File: src/gcm_pkg.sv
// ============================================================================
// gcm_pkg
// Shared types, constants and helper functions for the grid cell mapper and
// box tile enumerator.
// ============================================================================
package gcm_pkg;

    localparam int AXES               = 3;
    localparam int MAX_CELLS_PER_AXIS = 4;
    localparam int FRAC_BITS          = 16;
    localparam int SHIFT              = 2 * FRAC_BITS;

    localparam int DATA_W    = 32;
    localparam int PROD_W    = 2 * DATA_W;
    localparam int Q_W       = PROD_W - SHIFT;
    localparam int K_W       = 3;
    localparam int CELL_W    = (MAX_CELLS_PER_AXIS > 1) ? $clog2(MAX_CELLS_PER_AXIS) : 1;
    localparam int TILE_W    = 7;
    localparam int CFG_IDX_W = 3;

    typedef enum logic {
        CMD_POINT = 1'b0,
        CMD_BOX   = 1'b1
    } t_cmd;

    typedef enum logic [CFG_IDX_W-1:0] {
        CFG_ORIGIN0 = 3'd0,
        CFG_ORIGIN1 = 3'd1,
        CFG_ORIGIN2 = 3'd2,
        CFG_SCALE0  = 3'd3,
        CFG_SCALE1  = 3'd4,
        CFG_SCALE2  = 3'd5,
        CFG_CELLS   = 3'd6
    } t_cfg_idx;

    typedef enum logic [1:0] {
        ST_IDLE,
        ST_DIFF,
        ST_MUL,
        ST_EMIT
    } t_state;

    typedef struct packed {
        t_cmd               cmd;
        logic signed [31:0] pos_0;
        logic signed [31:0] pos_1;
        logic signed [31:0] pos_2;
        logic signed [31:0] upper_0;
        logic signed [31:0] upper_1;
        logic signed [31:0] upper_2;
    } t_in_item;

    typedef struct packed {
        logic [TILE_W-1:0] tile_id;
        logic              last;
    } t_out_item;

    typedef struct packed {
        logic load;
        logic step;
        logic point;
    } t_merge_ctrl;

    typedef logic [AXES-1:0][CELL_W-1:0] t_cells;

    // cells_per_axis: zero acts as one, large values saturate
    function automatic logic [K_W-1:0] grid_k(input logic [K_W-1:0] raw);
        logic [K_W-1:0] k;
        if (raw == '0) begin
            k = K_W'(1);
        end else if (raw > K_W'(MAX_CELLS_PER_AXIS)) begin
            k = K_W'(MAX_CELLS_PER_AXIS);
        end else begin
            k = raw;
        end
        return k;
    endfunction

    // row-major flatten, axis 0 most significant, plus one
    function automatic logic [TILE_W-1:0] flat_tile(input t_cells idx,
                                                    input logic [K_W-1:0] k);
        logic [TILE_W-1:0] c;
        c = '0;
        for (int a = 0; a < AXES; a++) begin
            c = TILE_W'(c * TILE_W'(k) + TILE_W'(idx[a]));
        end
        return TILE_W'(c + TILE_W'(1));
    endfunction

endpackage

File: src/gcm_axis_lane.sv
// ============================================================================
// gcm_axis_lane
// One coordinate lane: offset from origin, scale multiply, floor and clamp to
// the cell range of the axis.
// ============================================================================
module gcm_axis_lane (
    input  logic                                   i_clk,
    input  logic                                   i_load,
    input  logic                                   i_mul,
    input  logic signed [gcm_pkg::DATA_W-1:0]      i_value,
    input  logic signed [gcm_pkg::DATA_W-1:0]      i_origin,
    input  logic        [gcm_pkg::DATA_W-1:0]      i_scale,
    input  logic        [gcm_pkg::K_W-1:0]         i_k,
    output logic        [gcm_pkg::CELL_W-1:0]      o_cell
);
    import gcm_pkg::*;

    logic signed [DATA_W:0]   w_diff;
    logic                     w_pos;
    logic [DATA_W-1:0]        r_mag;
    logic [DATA_W-1:0]        n_mag;
    logic [PROD_W-1:0]        r_prod;
    logic [PROD_W-1:0]        n_prod;
    logic [Q_W-1:0]           w_q;

    assign w_diff = {i_value[DATA_W-1], i_value} - {i_origin[DATA_W-1], i_origin};
    assign w_pos  = !w_diff[DATA_W] && (w_diff != '0);
    assign n_mag  = w_pos ? w_diff[DATA_W-1:0] : '0;
    assign n_prod = PROD_W'(r_mag) * PROD_W'(i_scale);

    always_ff @(posedge i_clk) begin
        if (i_load) begin
            r_mag <= n_mag;
        end
        if (i_mul) begin
            r_prod <= n_prod;
        end
    end

    assign w_q = r_prod[PROD_W-1:SHIFT];

    always_comb begin
        if (w_q >= Q_W'(i_k)) begin
            o_cell = CELL_W'(i_k - K_W'(1));
        end else begin
            o_cell = CELL_W'(w_q);
        end
    end

endmodule

File: config.mk
export PLATFORM = sky130hd
export DESIGN_NAME = gcm_axis_lane
export DESIGN_NICKNAME = d
export VERILOG_FILES = /design/src/gcm_pkg.sv /design/src/gcm_axis_lane.sv
export SDC_FILE = /design/constraint.sdc
export NUM_CORES = 2
export LEC_CHECK = 0
export ABC_AREA = 1
export BUFFER_PORTS_ARGS = -buffer_cell sky130_fd_sc_hd__buf_2
export CELL_PAD_IN_SITES_DETAIL_PLACEMENT = 1
export CELL_PAD_IN_SITES_GLOBAL_PLACEMENT = 1
export CORE_ASPECT_RATIO = 0.6
export CORE_MARGIN = 2
export CORE_UTILIZATION = 50
export CTS_CLUSTER_SIZE = 25
export DETAILED_ROUTE_END_ITERATION = 10
export PLACE_DENSITY = 0.95
export SLEW_MARGIN = 20
export SYNTH_ARGS = -nofsm -noshare
export SYNTH_HDL_FRONTEND = slang
export SYNTH_SLANG_ARGS = --single-unit
export TNS_END_PERCENT = 1
File: constraint.sdc
create_clock -name i_clk -period 10.95 [get_ports i_clk]
set_input_delay 2.19 -clock i_clk [delete_from_list [all_inputs] [get_ports i_clk]]
set_output_delay 2.19 -clock i_clk [all_outputs]
set_load 0.005 [all_outputs]
==> results.toml <==
[status]
outcome = "complete, no violations"

[floorplan]
num_rows = 79
fp.dieW_um = 367.6
initial_core_util_pct = 50.85
die_h_um = 222.1
fp.coreArea_mm2 = 0.07799
dieArea_mm2 = 0.08166
ioPinCount = 104

[worst_setup_path]
worst_r2r_path_depth = 24
cpMostUsedCell = "fa_1"
r2r-start = "r_mag[12]"
startpoint = "i_scale[5]"
crit_family = "adder cells"
endpoint_kind = "flip-flop"
crit_buf_inv = 8
worstPathArrival_ns = 9.93
crit_path_max_fanout = 32
regToRegSetupSlack_ns = 2.27
r2r_end = "r_prod[59]"
crit_path_start_kind = "input port"
crit_slowest_cell = "buf_2"
required_ns = 11.08
cp_slowest_stage_delay_ns = 0.72
crit_type = "in -> reg"

[global_route]
overflow = 0
grtUsageTotal_pct = 38.36
grt_pass1_wl_um = 235900
grt_antenna_before_repair = 2
grt_max_degree = 33
grt_pass1_vias = 40991

[clocking]
cts_hold_buffers = 0
clock_sinks = 64
cts_resized = 0
clock_latency_ns = 0.38
postCtsSetupBuffers = 0
cts.clk_slew.worst_paths_ns = 0.06
h-tree-depth = 3
cts_tree = "yes"
cts_buffer_depth = 2
cts_made_buffers = 9
cts-root-buf = "clkbuf_16"

[drt]
routed_via_density = 5.626
drt_iter0_drc = 3541
drt_pass1_iterations = 9
routed_wl_um = 153800
drcViolationCount = 0
via_count = 35597
postRouteAntennaNets = 0
routedWlPerCell_um = 24.30

[logic_synthesis]
synth_seq_cells = 64
ys_seq_area_share_pct = 4.846
synth_nets = 6605
synth-edff-count = 64
syn_inst = 5312
yosysWarnings = 0
ys_types = 35
avgSynthCellArea_um2 = 7.466
synthArstFlopShare_pct = 0
synth_top_flop_cell = "edfxtp_1"
synthesis.area_mm2 = 0.03966

[sta]
setup_viol = 0
tns_ns = 0
post-route-min-period_ns = 9.804
tightest_slew_ns = 1.209
grt_setup_unrepaired = "no"
max_freq_ghz = 0.1020
drv_slew = 0
fin_skew_ns = 0.01036
period_share_pct = 89.54
max_slew_margin_pct = 19.38
hold_viol_final = 0

[placed_design]
hpwl_um = 129200
port_buffers = 103
gp_congestion = 1.003

[min_path]
holdPathEnd = "r_prod[63]"
hp-class = "reg -> reg"
min_path_cells = 10
hold_start = "r_mag[31]"

[layout]
mostFrequentLayoutCells = "1787 x inv_1, 1437 x nand2_1, 896 x fa_1"
fin_nets = 6560
layout_commonest_cell = "inv_1"
syn_to_final_growth_pct = 4.083
drive_above_1_share_pct = 3.415
fillers = 9988

[job]
maxCapViolations = 0
-- stage by stage --
stage	std cells	setup slack (ns)	cell area, um^2	hold WS [ns]	util (%)
5_1_grt	6324	0.9453	41270	1.988	52.92
3_5_place_dp	6309	1.057	41010	1.791	52.58
6_report	6327	1.146	41280	1.836	52.93
3_3_place_gp	6309	1.360	41010	1.655	52.58
2_1_floorplan	5312	2.592	39660	1.152	-
4_1_cts	6324	1.436	41270	1.812	52.92
-- cell usage after synthesis (all sizes together) (2+ instances only) --
library cell / number / area share, %
a211oi: 2 / 0.038
a21boi: 10 / 0.19
a21o: 10 / 0.19
a21oi: 112 / 1.4
a221oi: 2 / 0.044
a31oi: 11 / 0.17
buf: 3 / 0.085
clkbuf: 192 / 1.8
edfxtp: 64 / 4.8
fa: 896 / 45
ha: 295 / 9.3
inv: 1789 / 17
nand2: 1451 / 14
nand3: 75 / 0.97
nand4: 15 / 0.24
nor2: 230 / 2.2
nor3: 22 / 0.29
nor4: 10 / 0.16
o211ai: 4 / 0.076
o21a: 9 / 0.17
o21ai: 62 / 0.78
o21bai: 8 / 0.15
or2: 2 / 0.032
xnor2: 15 / 0.33
xor2: 18 / 0.40
-- tightest hold or removal path: cells and delay by family (launching register included) --
| family | cells | cell delay [ns] |
|---|---|---|
| XOR/XNOR | 3 | 0.44 |
| adder cells (fa/ha/maj) | 1 | 0.17 |
| buffers and inverters | 3 | 0.55 |
| flip-flops | 1 | 0.33 |
| AND/OR/NAND/NOR | 3 | 0.21 |
-- worst max path at each step --
stage	to	slack (ns)	cells past startpoint
2_1_floorplan	r_prod[61]	2.59	26
3_3_place_gp	r_prod[52]	1.36	24
3_5_place_dp	r_prod[52]	1.06	24
4_1_cts	r_prod[52]	1.44	24
5_1_grt	r_prod[52]	0.95	24
6_report	r_prod[63]	1.15	26
-- per-layer routing --
layer	global-route usage, %	part of all wire (%)
met5	0	0.0072
met4	21.06	6.2
met3	9.560	11
met2	61.74	46
met1	47.51	37
-- area by class of cell --
cell class | count | area, um^2 | share of cell area (%)
Multi-Input combinational cell | 3264 | 30270 | 73.32
Inverter | 1789 | 6715 | 16.27
Sequential cell | 64 | 1922 | 4.656
Tap cell | 1053 | 1318 | 3.192
Timing Repair Buffer | 139 | 785.8 | 1.904
Clock buffer | 9 | 225.2 | 0.5456
Clock inverter | 6 | 37.54 | 0.09094
Antenna cell | 3 | 7.507 | 0.01819
-- cells by family after synthesis --
kind of cell    synth area share (%)
fa+ha+maj                      54.54
flops                          4.846
buf+inv                        18.84
compound gates                 3.291
xor+xnor                      0.7288
simple gates                   17.76
-- registers in the layout (all words and copies together), names as in the netlist --
register  count
r_prod       32
r_mag        32
Power is left out: the tool's default activity adds up to more than one toggle a clock period on the data nets, which glitch-free logic cannot reach.
