`config.mk`:
```
export PLATFORM = sky130hd
export DESIGN_NAME = gcm_box_merge
export DESIGN_NICKNAME = d
export VERILOG_FILES = /design/src/gcm_pkg.sv /design/src/gcm_box_merge.sv
export SDC_FILE = /design/constraint.sdc
export NUM_CORES = 1
export LEC_CHECK = 0
export BUFFER_PORTS_ARGS = -buffer_cell sky130_fd_sc_hd__buf_2
export CAP_MARGIN = 10
export CORE_MARGIN = 2
export CORE_UTILIZATION = 25
export DETAILED_ROUTE_END_ITERATION = 16
export GPL_ROUTABILITY_DRIVEN = 1
export PLACE_DENSITY = 0.49
export SLEW_MARGIN = 10
export SYNTH_ARGS = -nofsm -noshare
export SYNTH_HDL_FRONTEND = slang
export SYNTH_SLANG_ARGS = --single-unit
```
`constraint.sdc`:
```
create_clock -name i_clk -period 5.1 [get_ports i_clk]
set_clock_uncertainty 0.05 [all_clocks]
set_input_delay 0.51 -clock i_clk [delete_from_list [all_inputs] [get_ports i_clk]]
set_output_delay 0.51 -clock i_clk [all_outputs]
set_load 0.02 [all_outputs]
```
`src/gcm_pkg.sv`:
```
// ============================================================================
// gcm_pkg
// Shared types, constants and helper functions for the grid cell mapper and
// box tile enumerator.
// ============================================================================
package gcm_pkg;

    localparam int AXES               = 3;
    localparam int MAX_CELLS_PER_AXIS = 4;
    localparam int FRAC_BITS          = 16;
    localparam int SHIFT              = 2 * FRAC_BITS;

    localparam int DATA_W    = 32;
    localparam int PROD_W    = 2 * DATA_W;
    localparam int Q_W       = PROD_W - SHIFT;
    localparam int K_W       = 3;
    localparam int CELL_W    = (MAX_CELLS_PER_AXIS > 1) ? $clog2(MAX_CELLS_PER_AXIS) : 1;
    localparam int TILE_W    = 7;
    localparam int CFG_IDX_W = 3;

    typedef enum logic {
        CMD_POINT = 1'b0,
        CMD_BOX   = 1'b1
    } t_cmd;

    typedef enum logic [CFG_IDX_W-1:0] {
        CFG_ORIGIN0 = 3'd0,
        CFG_ORIGIN1 = 3'd1,
        CFG_ORIGIN2 = 3'd2,
        CFG_SCALE0  = 3'd3,
        CFG_SCALE1  = 3'd4,
        CFG_SCALE2  = 3'd5,
        CFG_CELLS   = 3'd6
    } t_cfg_idx;

    typedef enum logic [1:0] {
        ST_IDLE,
        ST_DIFF,
        ST_MUL,
        ST_EMIT
    } t_state;

    typedef struct packed {
        t_cmd               cmd;
        logic signed [31:0] pos_0;
        logic signed [31:0] pos_1;
        logic signed [31:0] pos_2;
        logic signed [31:0] upper_0;
        logic signed [31:0] upper_1;
        logic signed [31:0] upper_2;
    } t_in_item;

    typedef struct packed {
        logic [TILE_W-1:0] tile_id;
        logic              last;
    } t_out_item;

    typedef struct packed {
        logic load;
        logic step;
        logic point;
    } t_merge_ctrl;

    typedef logic [AXES-1:0][CELL_W-1:0] t_cells;

    // cells_per_axis: zero acts as one, large values saturate
    function automatic logic [K_W-1:0] grid_k(input logic [K_W-1:0] raw);
        logic [K_W-1:0] k;
        if (raw == '0) begin
            k = K_W'(1);
        end else if (raw > K_W'(MAX_CELLS_PER_AXIS)) begin
            k = K_W'(MAX_CELLS_PER_AXIS);
        end else begin
            k = raw;
        end
        return k;
    endfunction

    // row-major flatten, axis 0 most significant, plus one
    function automatic logic [TILE_W-1:0] flat_tile(input t_cells idx,
                                                    input logic [K_W-1:0] k);
        logic [TILE_W-1:0] c;
        c = '0;
        for (int a = 0; a < AXES; a++) begin
            c = TILE_W'(c * TILE_W'(k) + TILE_W'(idx[a]));
        end
        return TILE_W'(c + TILE_W'(1));
    endfunction

endpackage

```
`src/gcm_box_merge.sv`:
```
// ============================================================================
// gcm_box_merge
// Merges lane cells into per-axis ranges (ordered, inclusive) and walks the
// covered tiles, last axis fastest.
// ============================================================================
module gcm_box_merge (
    input  logic                          i_clk,
    input  gcm_pkg::t_merge_ctrl          i_ctrl,
    input  logic [gcm_pkg::K_W-1:0]       i_k,
    input  gcm_pkg::t_cells               i_lo_cell,
    input  gcm_pkg::t_cells               i_hi_cell,
    output gcm_pkg::t_out_item            o_item
);
    import gcm_pkg::*;

    t_cells r_lo;
    t_cells r_hi;
    t_cells r_idx;
    t_cells n_lo;
    t_cells n_hi;
    t_cells n_step;
    logic   w_carry;

    always_comb begin
        for (int a = 0; a < AXES; a++) begin
            if (i_ctrl.point) begin
                n_lo[a] = i_lo_cell[a];
                n_hi[a] = i_lo_cell[a];
            end else if (i_hi_cell[a] < i_lo_cell[a]) begin
                n_lo[a] = i_hi_cell[a];
                n_hi[a] = i_lo_cell[a];
            end else begin
                n_lo[a] = i_lo_cell[a];
                n_hi[a] = i_hi_cell[a];
            end
        end
    end

    always_comb begin
        n_step  = r_idx;
        w_carry = 1'b1;
        for (int a = AXES - 1; a >= 0; a--) begin
            if (w_carry) begin
                if (r_idx[a] < r_hi[a]) begin
                    n_step[a] = CELL_W'(r_idx[a] + CELL_W'(1));
                    w_carry   = 1'b0;
                end else begin
                    n_step[a] = r_lo[a];
                end
            end
        end
    end

    always_ff @(posedge i_clk) begin
        if (i_ctrl.load) begin
            r_lo  <= n_lo;
            r_hi  <= n_hi;
            r_idx <= n_lo;
        end else if (i_ctrl.step) begin
            r_idx <= n_step;
        end
    end

    assign o_item.tile_id = flat_tile(r_idx, i_k);
    assign o_item.last    = (r_idx == r_hi);

endmodule

```
==> results of run 1 <==
==> layout by cell type, fill, tap and decap left out, types with 4 or more instances in the layout <==
cell type | Yosys | layout
inv_1 | 34 | 34
mux2i_1 | 6 | 6
a21o_1 | 4 | 4
xor2_1 | 5 | 5
buf_2 | 1 | 26
ha_1 | 32 | 32
fa_1 | 7 | 7
edfxtp_1 | 18 | 18
o21ai_0 | 9 | 9
and2_1 | 8 | 8
xnor2_1 | 5 | 5
nand2_1 | 22 | 22
==> layout make-up <==
type	count	area share, %
Multi-Input combinational cell	133	54.5
Sequential cell	18	25.3
Inverter	35	6.15
Timing Repair Buffer	26	6.09
Tap cell	99	5.80
Clock buffer	3	1.93
Clock inverter	1	0.176
==> logic make-up after synthesis <==
kind of cell	share of synthesized area, %
simple gates	11.1
fa+ha+maj	29.1
compound gates	12.3
buf+inv	8.34
mux	5.45
xor+xnor	4.71
flops	29.1
==> Yosys cell counts (all sizes together) <==
library cell	n	area, um2
o21bai	2	15.0
a211o	2	17.5
or2	1	6.26
a21o	4	30.0
o21ai	14	77.6
nand4	1	6.26
nor2	3	13.8
nand3b	1	7.51
nand2	23	88.8
inv	35	131
mux2	3	41.3
a211oi	2	15.0
and2	8	50.1
xnor2	5	43.8
nand2b	3	18.8
buf	3	23.8
ha	32	400
a21oi	6	41.3
xor2	5	43.8
nor3b	2	15.0
mux2i	6	60.1
o32a	3	32.5
fa	7	140
edfxtp	18	541
==> power groups by stage <==
stage / sequential, W / clock, W / combinational [W]
floorplan: 0.000201 / 0 / 0.000381
global placement: 0.000205 / 0 / 0.000488
detailed placement: 0.000206 / 0 / 0.000495
CTS: 0.000203 / 0.000102 / 0.000497
global route: 0.000205 / 0.000111 / 0.000557
finish: 0.000202 / 0.0000969 / 0.000483
==> flip-flops by register name, indices dropped and copies added (netlist names) <==
signal,flops
r_hi,6
r_idx,6
r_lo,6
==> path summary, 6_finish.rpt <==
| path | from | end |
|---|---|---|
| min | i_lo_cell[4] | r_hi[4] |
| max | r_idx[1] | o_item[7] |
| min reg2reg | r_lo[0] | r_idx[0] |
| max reg2reg | r_idx[5] | r_idx[4] |
==> stage by stage <==
stage               area (um2)  utilization [%]
floorplan                 1860                -
global placement          2090             29.0
detailed placement        2090             29.0
CTS                       2140             29.6
global route              2140             29.6
finish                    2140             29.6
==> metal layers <==
metal | global-route usage, % | vias to the layer above
met1 | 11.7 | 555
met2 | 11.3 | 27
met4 | 1.92 | 0
met5 | 0 | -
met3 | 1.50 | 4
li1 | - | 686
==> critical path, stage by stage (launching register included) <==
cell      delay, ns
edfxtp_1       0.43
nand2_1        0.10
fa_1           0.50
inv_1          0.04
ha_1           0.23
fa_1           0.55
nand2_1        0.08
fa_1           0.48
inv_1          0.04
ha_1           0.33
ha_1           0.33
a211oi_1       0.24
o21bai_1       0.13
a21oi_2        0.16
xnor2_1        0.12
buf_2          0.18
==> run_results.csv, run 1 <==
group,metric,value,unit
pwr,p_seq_share,25.8,%
logic_synthesis,ys_warn_count,0,
clock_network,cts_setup_buffers,0,
run,cap_viol_max_count,0,
clock_network,path_clk_slew,0.07,ns
finish,drive_above_1_share,19.4,%
timing,relSlewSlack,66.4,%
logic_synthesis,synthCells,189,
global_route,antenna_found_initial,0,
timing,fin_ws,0.353,ns
route,wl_met1,1.55,mm
place,dpl.hpwl,2.57,mm
global_route,grt_usage,7.76,%
setup_path,cp_data_required_time,4.54,ns
floorplanning,core_region_area,0.00721,mm2
setup_path,startpoint_type,"flip-flop",
route,dr.first_iter.drc_count,17,
global_route,grt_pass1_vias,1195,
place,place_congestion,0.704,
clock_network,clock-root-buffer,"clkbuf_8",
floorplanning,die_height,90.3,um
route,routedWlPerCell,9.42,um
route,first_pass_iters,4,
timing,finalHoldViolCount,0,
logic_synthesis,yosysUniqueCellTypes,34,
global_route,grt_overflow_total,0,
logic_synthesis,syn_area,0.00186,mm2
setup_path,worst-setup-path-type,"flip-flop to primary output",
setup_path,worstRegToRegCells,4,
timing,fmax,0.211,GHz
pwr,intPower,0.000443,W
finish,filler_cell_count,804,
pwr,swShare,43.3,%
clock_network,htreeDepth,1,
route,vias,1272,
floorplanning,ioPinCount,27,
route,wl_met2,1.25,mm
timing,whs,0.523,ns
pwr,p_leak,1.08,nW
timing,post-route-period-util,93.1,%
outcome,status,"completed",
logic_synthesis,postSynthAreaPerCell,9.84,um2
place,pre_cts_ws,0.352,ns
place,numPlacedInstances,311,
route,wirelength,2.97,mm
setup_path,cp-end-kind,"primary output",
clock_network,ctsHoldBuffers,0,
timing,fin_crit,4.75,ns
pwr,p_per_area,366,mW/mm2
timing,worst_slew_pin_slew,0.503,ns
finish,multi_input_area,0.00116,mm2
route,highest_layer,"met4",
setup_path,reg2reg_setup_slack,3.25,ns
timing,setup_viol,0,
timing,rsz0062_at_grt,"no",
clock_network,clock_path_buffers,2,
place,portBuffers,26,
pwr,vdd_drop_max,106,uV
route,route.detailed.drc,0,
min_path,hold_depth,3,
global_route,grt_max_degree,27,
setup_path,worstPathArrival,4.19,ns
clock_network,cts_made_buffers,3,
clock_network,cts_resized,0,
clock_network,clock_sinks,18,
timing,final.setup.tns,0,ns
finish,seq_area,541,um2
floorplanning,initial_utilization,25.8,%
global_route,grt_pass1_wl,5.35,mm
logic_synthesis,synth_fp_nets,247,
pwr,pwr-share-comb,61.8,%
route,via_per_inst,4.04,
pwr,power.switching,0.000339,W
finish,antennaDiodeCount,0,
pwr,total_power,0.000782,W
clock_network,clk_latency,0.25,ns
floorplanning,die_w,90.3,um
finish,nNetsFinal,275,
min_path,holdCritPathClass,"input pin to flip-flop",
route,wl_met3,134,um
logic_synthesis,synth_seq_cells,18,
pwr,clkPwrFrac,12.4,%
floorplanning,num_rows,31,
floorplanning,die_area,0.00815,mm2
finish,synthToLayoutAreaGrowth,14.8,%
route,antenna_left,0,
finish,finalNonFillerCells,315,
clock_network,cts_tree,"done",
setup_path,crit_fanout,5,
timing,drv_slew,0,
logic_synthesis,seq_area_frac_synth,29.1,%
Power figures use the tool's default switching activity.
==> inputs of run 2 (changes only) <==
--- a/config.mk
+++ b/config.mk
@@ -8,10 +8,10 @@
 export BUFFER_PORTS_ARGS = -buffer_cell sky130_fd_sc_hd__buf_2
 export CAP_MARGIN = 10
 export CORE_MARGIN = 2
-export CORE_UTILIZATION = 25
+export CORE_UTILIZATION = 39
 export DETAILED_ROUTE_END_ITERATION = 16
 export GPL_ROUTABILITY_DRIVEN = 1
-export PLACE_DENSITY = 0.49
+export PLACE_DENSITY = 0.66
 export SLEW_MARGIN = 10
 export SYNTH_ARGS = -nofsm -noshare
 export SYNTH_HDL_FRONTEND = slang
==> run_results.csv, run 2 (synthesized netlist as in run 1, its figures left out) <==
group,metric,value,unit
outcome,status,"completed",
finish,synthToLayoutAreaGrowth,11.8,%
min_path,hold_end,"r_hi[4]",
setup_path,cp-end-kind,"primary output",
route,wirelength,2.82,mm
global_route,grt_usage,11.7,%
clock_network,ctsHoldBuffers,0,
clock_network,htreeDepth,1,
setup_path,cp_data_required_time,4.54,ns
min_path,min-delay-start,"i_lo_cell[4]",
pwr,p_leak,1.08,nW
finish,antennaDiodeCount,0,
place,dpl.hpwl,2.44,mm
floorplanning,initial_utilization,39.9,%
setup_path,regToRegStartpoint,"r_idx[5]",
clock_network,clock_sinks,18,
setup_path,worst-setup-path-type,"flip-flop to primary output",
floorplanning,die_w,73.1,um
setup_path,reg2reg_setup_slack,3.23,ns
finish,final_common_cell,"inv_1",
route,first_pass_iters,3,
floorplanning,ioPinCount,27,
timing,relSlewSlack,67.4,%
floorplanning,die_area,0.00534,mm2
clock_network,cts_made_buffers,3,
timing,finalHoldViolCount,0,
timing,rsz0062_at_grt,"no",
min_path,holdCritPathClass,"input pin to flip-flop",
finish,postLayoutCoreUtil,44.6,%
setup_path,startpoint_type,"flip-flop",
place,place_congestion,0.730,
timing,worst_slew_pin_slew,0.490,ns
route,route.detailed.drc,0,
clock_network,cts_tree,"done",
min_path,hold_depth,3,
global_route,antenna_found_initial,0,
setup_path,worstPathArrival,4.16,ns
timing,drv_slew,0,
finish,top_regs,"r_hi (6), r_idx (6), r_lo (6)",
finish,layout_common_cells,"inv_1 (34), ha_1 (32), buf_2 (26)",
timing,fmax,0.212,GHz
pwr,p_per_area,375,mW/mm2
clock_network,path_clk_slew,0.07,ns
clock_network,clock_path_buffers,2,
floorplanning,num_rows,25,
floorplanning,core_region_area,0.00466,mm2
global_route,grt_pass1_vias,1268,
route,routedWlPerCell,10.4,um
timing,setup_viol,0,
route,dr.first_iter.drc_count,15,
clock_network,clock-root-buffer,"clkbuf_8",
global_route,grt_pass1_wl,5.08,mm
clock_network,cts_setup_buffers,0,
route,via_per_inst,4.88,
setup_path,crit_fanout,5,
run,cap_viol_max_count,0,
place,portBuffers,26,
global_route,grt_max_degree,27,
clock_network,cts_resized,0,
setup_path,reg2reg_to,"r_idx[4]",
timing,post-route-period-util,92.5,%
global_route,grt_overflow_total,0,
route,vias,1318,
clock_network,clk_latency,0.25,ns
floorplanning,die_height,73.1,um
finish,nNetsFinal,275,
pwr,vdd_drop_max,173,uV
route,antenna_left,0,
setup_path,worstRegToRegCells,4,
timing,final.setup.tns,0,ns
finish,drive_above_1_share,19.4,%
timing,fin_crit,4.72,ns
==> run 2: cell counts in the layout (fill, tap and decap cells not counted) <==
No cell type changed its count.
==> run 2: area by class of cell <==
| cell class | instances | area, um2 |
|---|---|---|
| tap | 54 | 67.6 |
| clock inverter | 1 | 3.75 |
| sequential | 18 | 541 |
| clock buffer | 3 | 41.3 |
| fill | 446 | 2580 |
| multi-input combinational | 133 | 1160 |
| inverter | 35 | 131 |
| timing repair buffer | 26 | 130 |
==> run 2: report_power, final <==
part / internal [W] / switching [W]
Sequential: 0.000188 / 0.0000134
Clock: 0.0000533 / 0.0000441
Combinational: 0.000201 / 0.000279
Total: 0.000443 / 0.000337
==> run 2: worst max-delay path, stage by stage (launching register included) <==
cell and delay, ns:
edfxtp_1 0.43, nand2_1 0.11, fa_1 0.51, inv_1 0.04, ha_1 0.22, fa_1 0.54, nand2_1 0.08, fa_1 0.48
inv_1 0.04, ha_1 0.33, fa_1 0.47, a21o_1 0.18, a21oi_1 0.17, xnor2_1 0.13, buf_2 0.18
==> run 2: worst max path at each step <==
stage	from	endpoint	slack, ns	depth (start not counted)
finish	r_idx[1]	o_item[6]	0.38	14
global route	r_idx[1]	o_item[7]	0.08	16
CTS	r_idx[1]	o_item[7]	0.34	15
detailed placement	i_k[0]	o_item[7]	0.38	16
global placement	i_k[0]	o_item[7]	0.43	16
floorplan	i_k[0]	o_item[7]	0.74	15
==> run 2: through the flow <==
step | hold slack (ns) | power [W] | instances | instance area (um2) | setup slack (ns)
2_1_floorplan | 0.511 | 0.000582 | 189 | 1860 | 0.745
3_3_place_gp | 0.533 | 0.000683 | 266 | 2030 | 0.433
3_5_place_dp | 0.547 | 0.000695 | 266 | 2030 | 0.379
4_1_cts | 0.529 | 0.000793 | 270 | 2080 | 0.338
5_1_grt | 0.535 | 0.000856 | 270 | 2080 | 0.0771
6_report | 0.528 | 0.000779 | 270 | 2080 | 0.383
==> run 2: metal layers <==
metal  GRT usage (%)  wire length (um)
met1            14.8              1300
met2            20.7              1410
met3            1.10                83
met4            4.12                17
met5               0                 0
==> inputs of run 3 (changes only) <==
--- a/config.mk
+++ b/config.mk
@@ -7,7 +7,6 @@
 export LEC_CHECK = 0
 export BUFFER_PORTS_ARGS = -buffer_cell sky130_fd_sc_hd__buf_2
 export CAP_MARGIN = 10
-export CORE_MARGIN = 2
 export CORE_UTILIZATION = 39
 export DETAILED_ROUTE_END_ITERATION = 16
 export GPL_ROUTABILITY_DRIVEN = 1
==> run_results.csv, run 3 (synthesized netlist as in run 1, its figures left out) <==
group,metric,value,unit
place,dpl.hpwl,2.28,mm
setup_path,max_stage_delay,0.50,ns
floorplanning,die_height,71.1,um
timing,rsz0062_at_grt,"no",
global_route,grt_pass1_wl,5.02,mm
place,dpl_cell_area,0.00203,mm2
timing,finalHoldViolCount,0,
clock_network,path_clk_slew,0.06,ns
setup_path,worstPathArrival,4.19,ns
floorplanning,ioPinCount,27,
finish,final_common_cell,"inv_1",
clock_network,clock-root-buffer,"clkbuf_8",
clock_network,ctsHoldBuffers,0,
timing,relSlewSlack,68.0,%
floorplanning,initial_utilization,41.6,%
setup_path,regToRegStartpoint,"r_idx[5]",
finish,synthToLayoutAreaGrowth,11.4,%
setup_path,crit_start,"r_idx[1]",
clock_network,cts_tree,"done",
floorplanning,core_region_area,0.00447,mm2
setup_path,worst-setup-path-type,"flip-flop to primary output",
finish,nNetsFinal,275,
pwr,vdd_drop_max,169,uV
route,via_per_inst,4.80,
route,vias,1281,
pwr,swShare,43.1,%
finish,antennaDiodeCount,0,
clock_network,cts_made_buffers,3,
timing,fin_crit,4.75,ns
timing,post-route-period-util,93.1,%
route,wl_met2,1.23,mm
setup_path,crit_fanout,5,
pwr,pwr-share-comb,62.0,%
floorplanning,num_rows,24,
route,dr.first_iter.drc_count,22,
finish,filler_cell_count,418,
route,wl_met3,87,um
timing,setup_viol,0,
global_route,antenna_found_initial,0,
global_route,grt_overflow_total,0,
clock_network,clock_sinks,18,
finish,drive_above_1_share,19.5,%
route,wl_met1,1.35,mm
route,first_pass_iters,12,
clock_network,clock_path_buffers,2,
timing,fmax,0.211,GHz
pwr,clkPwrFrac,12.2,%
setup_path,worstRegToRegCells,4,
setup_path,reg2reg_to,"r_idx[4]",
global_route,grt_pass1_vias,1255,
floorplanning,die_w,71.1,um
timing,worst_slew_pin_slew,0.479,ns
setup_path,startpoint_type,"flip-flop",
finish,finish.instance_area,0.00207,mm2
min_path,holdCritPathClass,"input pin to flip-flop",
setup_path,cp_data_required_time,4.54,ns
finish,layout_common_cells,"inv_1 (34), ha_1 (32), buf_2 (26)",
pwr,power.switching,0.000335,W
timing,drv_slew,0,
setup_path,cp-endpoint,"o_item[7]",
outcome,violations,"DRC",
setup_path,critPathBufInv,3,
place,place_congestion,0.768,
setup_path,reg2reg_setup_slack,3.26,ns
run,cap_viol_max_count,0,
route,route.detailed.drc,2,
route,routedWlPerCell,10.1,um
pwr,p_seq_share,25.9,%
pwr,p_per_area,374,mW/mm2
place,portBuffers,26,
global_route,grt_usage,12.4,%
timing,final.setup.tns,0,ns
route,wirelength,2.70,mm
timing,whs,0.520,ns
clock_network,cts_setup_buffers,0,
pwr,p_leak,1.08,nW
setup_path,path_cells,"nand2_1 > fa_1 > inv_1 > ha_1 > fa_1 > xor2_1 > nand2_1 > fa_1 > inv_1 > ha_1 > ha_1 > o21ai_0 > o21bai_1 > a21oi_2 > xnor2_1 > buf_2",
setup_path,critPathSlowestCell,"fa_1",
clock_network,cts_resized,0,
pwr,intPower,0.000442,W
floorplanning,die_area,0.00505,mm2
finish,top_regs,"r_hi (6), r_idx (6), r_lo (6)",
route,highest_layer,"met4",
min_path,hold_depth,3,
clock_network,htreeDepth,1,
setup_path,crit_family,"adder cells",
setup_path,cp-end-kind,"primary output",
setup_path,worst-path-stages,16,
outcome,status,"complete, but fails checks",
route,antenna_left,0,
clock_network,clk_latency,0.25,ns
global_route,grt_max_degree,27,
==> run 3: cell types whose count changed in the layout (fill, tap and decap cells not counted), sizes merged <==
cell,before,now
clkinv,1,0
==> run 3: layer usage <==
layer	track usage (%)	vias up
li1	-	687
met1	15.5	563
met2	21.5	26
met3	2.14	5
met4	4.67	0
met5	0	-
==> run 3: worst min-delay path by stage <==
stage,endpoint,startpoint
floorplan,r_idx[0],r_lo[0]
global placement,r_idx[0],r_lo[0]
detailed placement,r_idx[2],r_lo[2]
CTS,r_hi[0],i_lo_cell[0]
global route,r_hi[0],i_lo_cell[0]
finish,r_hi[0],i_lo_cell[0]
==> run 3: final cells by class <==
class                   count  area [um2]  share of cell area (%)
repair buffers             26         130                    6.28
well taps                  52        65.1                    3.14
clock buffers               3        41.3                    1.99
inverters                  35         131                    6.34
multi-input cells         133        1160                    56.2
flip-flops and latches     18         541                    26.1
==> run 3: per-stage QoR <==
| stage | total power [W] | setup slack, ns | utilization [%] | cells |
|---|---|---|---|---|
| global placement | 0.000682 | 0.436 | 45.4 | 264 |
| floorplan | 0.000582 | 0.745 | - | 189 |
| CTS | 0.000787 | 0.317 | 46.3 | 267 |
| finish | 0.000776 | 0.351 | 46.3 | 267 |
| global route | 0.000858 | 0.0628 | 46.3 | 267 |
| detailed placement | 0.000694 | 0.354 | 45.4 | 264 |
==> run 3: worst register-to-register path: cells and delay by family (launching register included) <==
kind / cells / cell delay [ns]
multiplexers: 2 / 0.58
flip-flops: 1 / 0.43
adder cells (fa/ha/maj): 1 / 0.32
AO/OA/AOI/OAI: 1 / 0.22
==> run 3: power groups by stage <==
stage,Combinational (W),Sequential [W],Clock [W]
after floorplan,0.000381,0.000201,0
after global placement,0.000478,0.000204,0
after detailed placement,0.000489,0.000204,0
after CTS,0.000490,0.000201,0.0000964
after global routing,0.000549,0.000204,0.000105
final,0.000481,0.000201,0.0000944
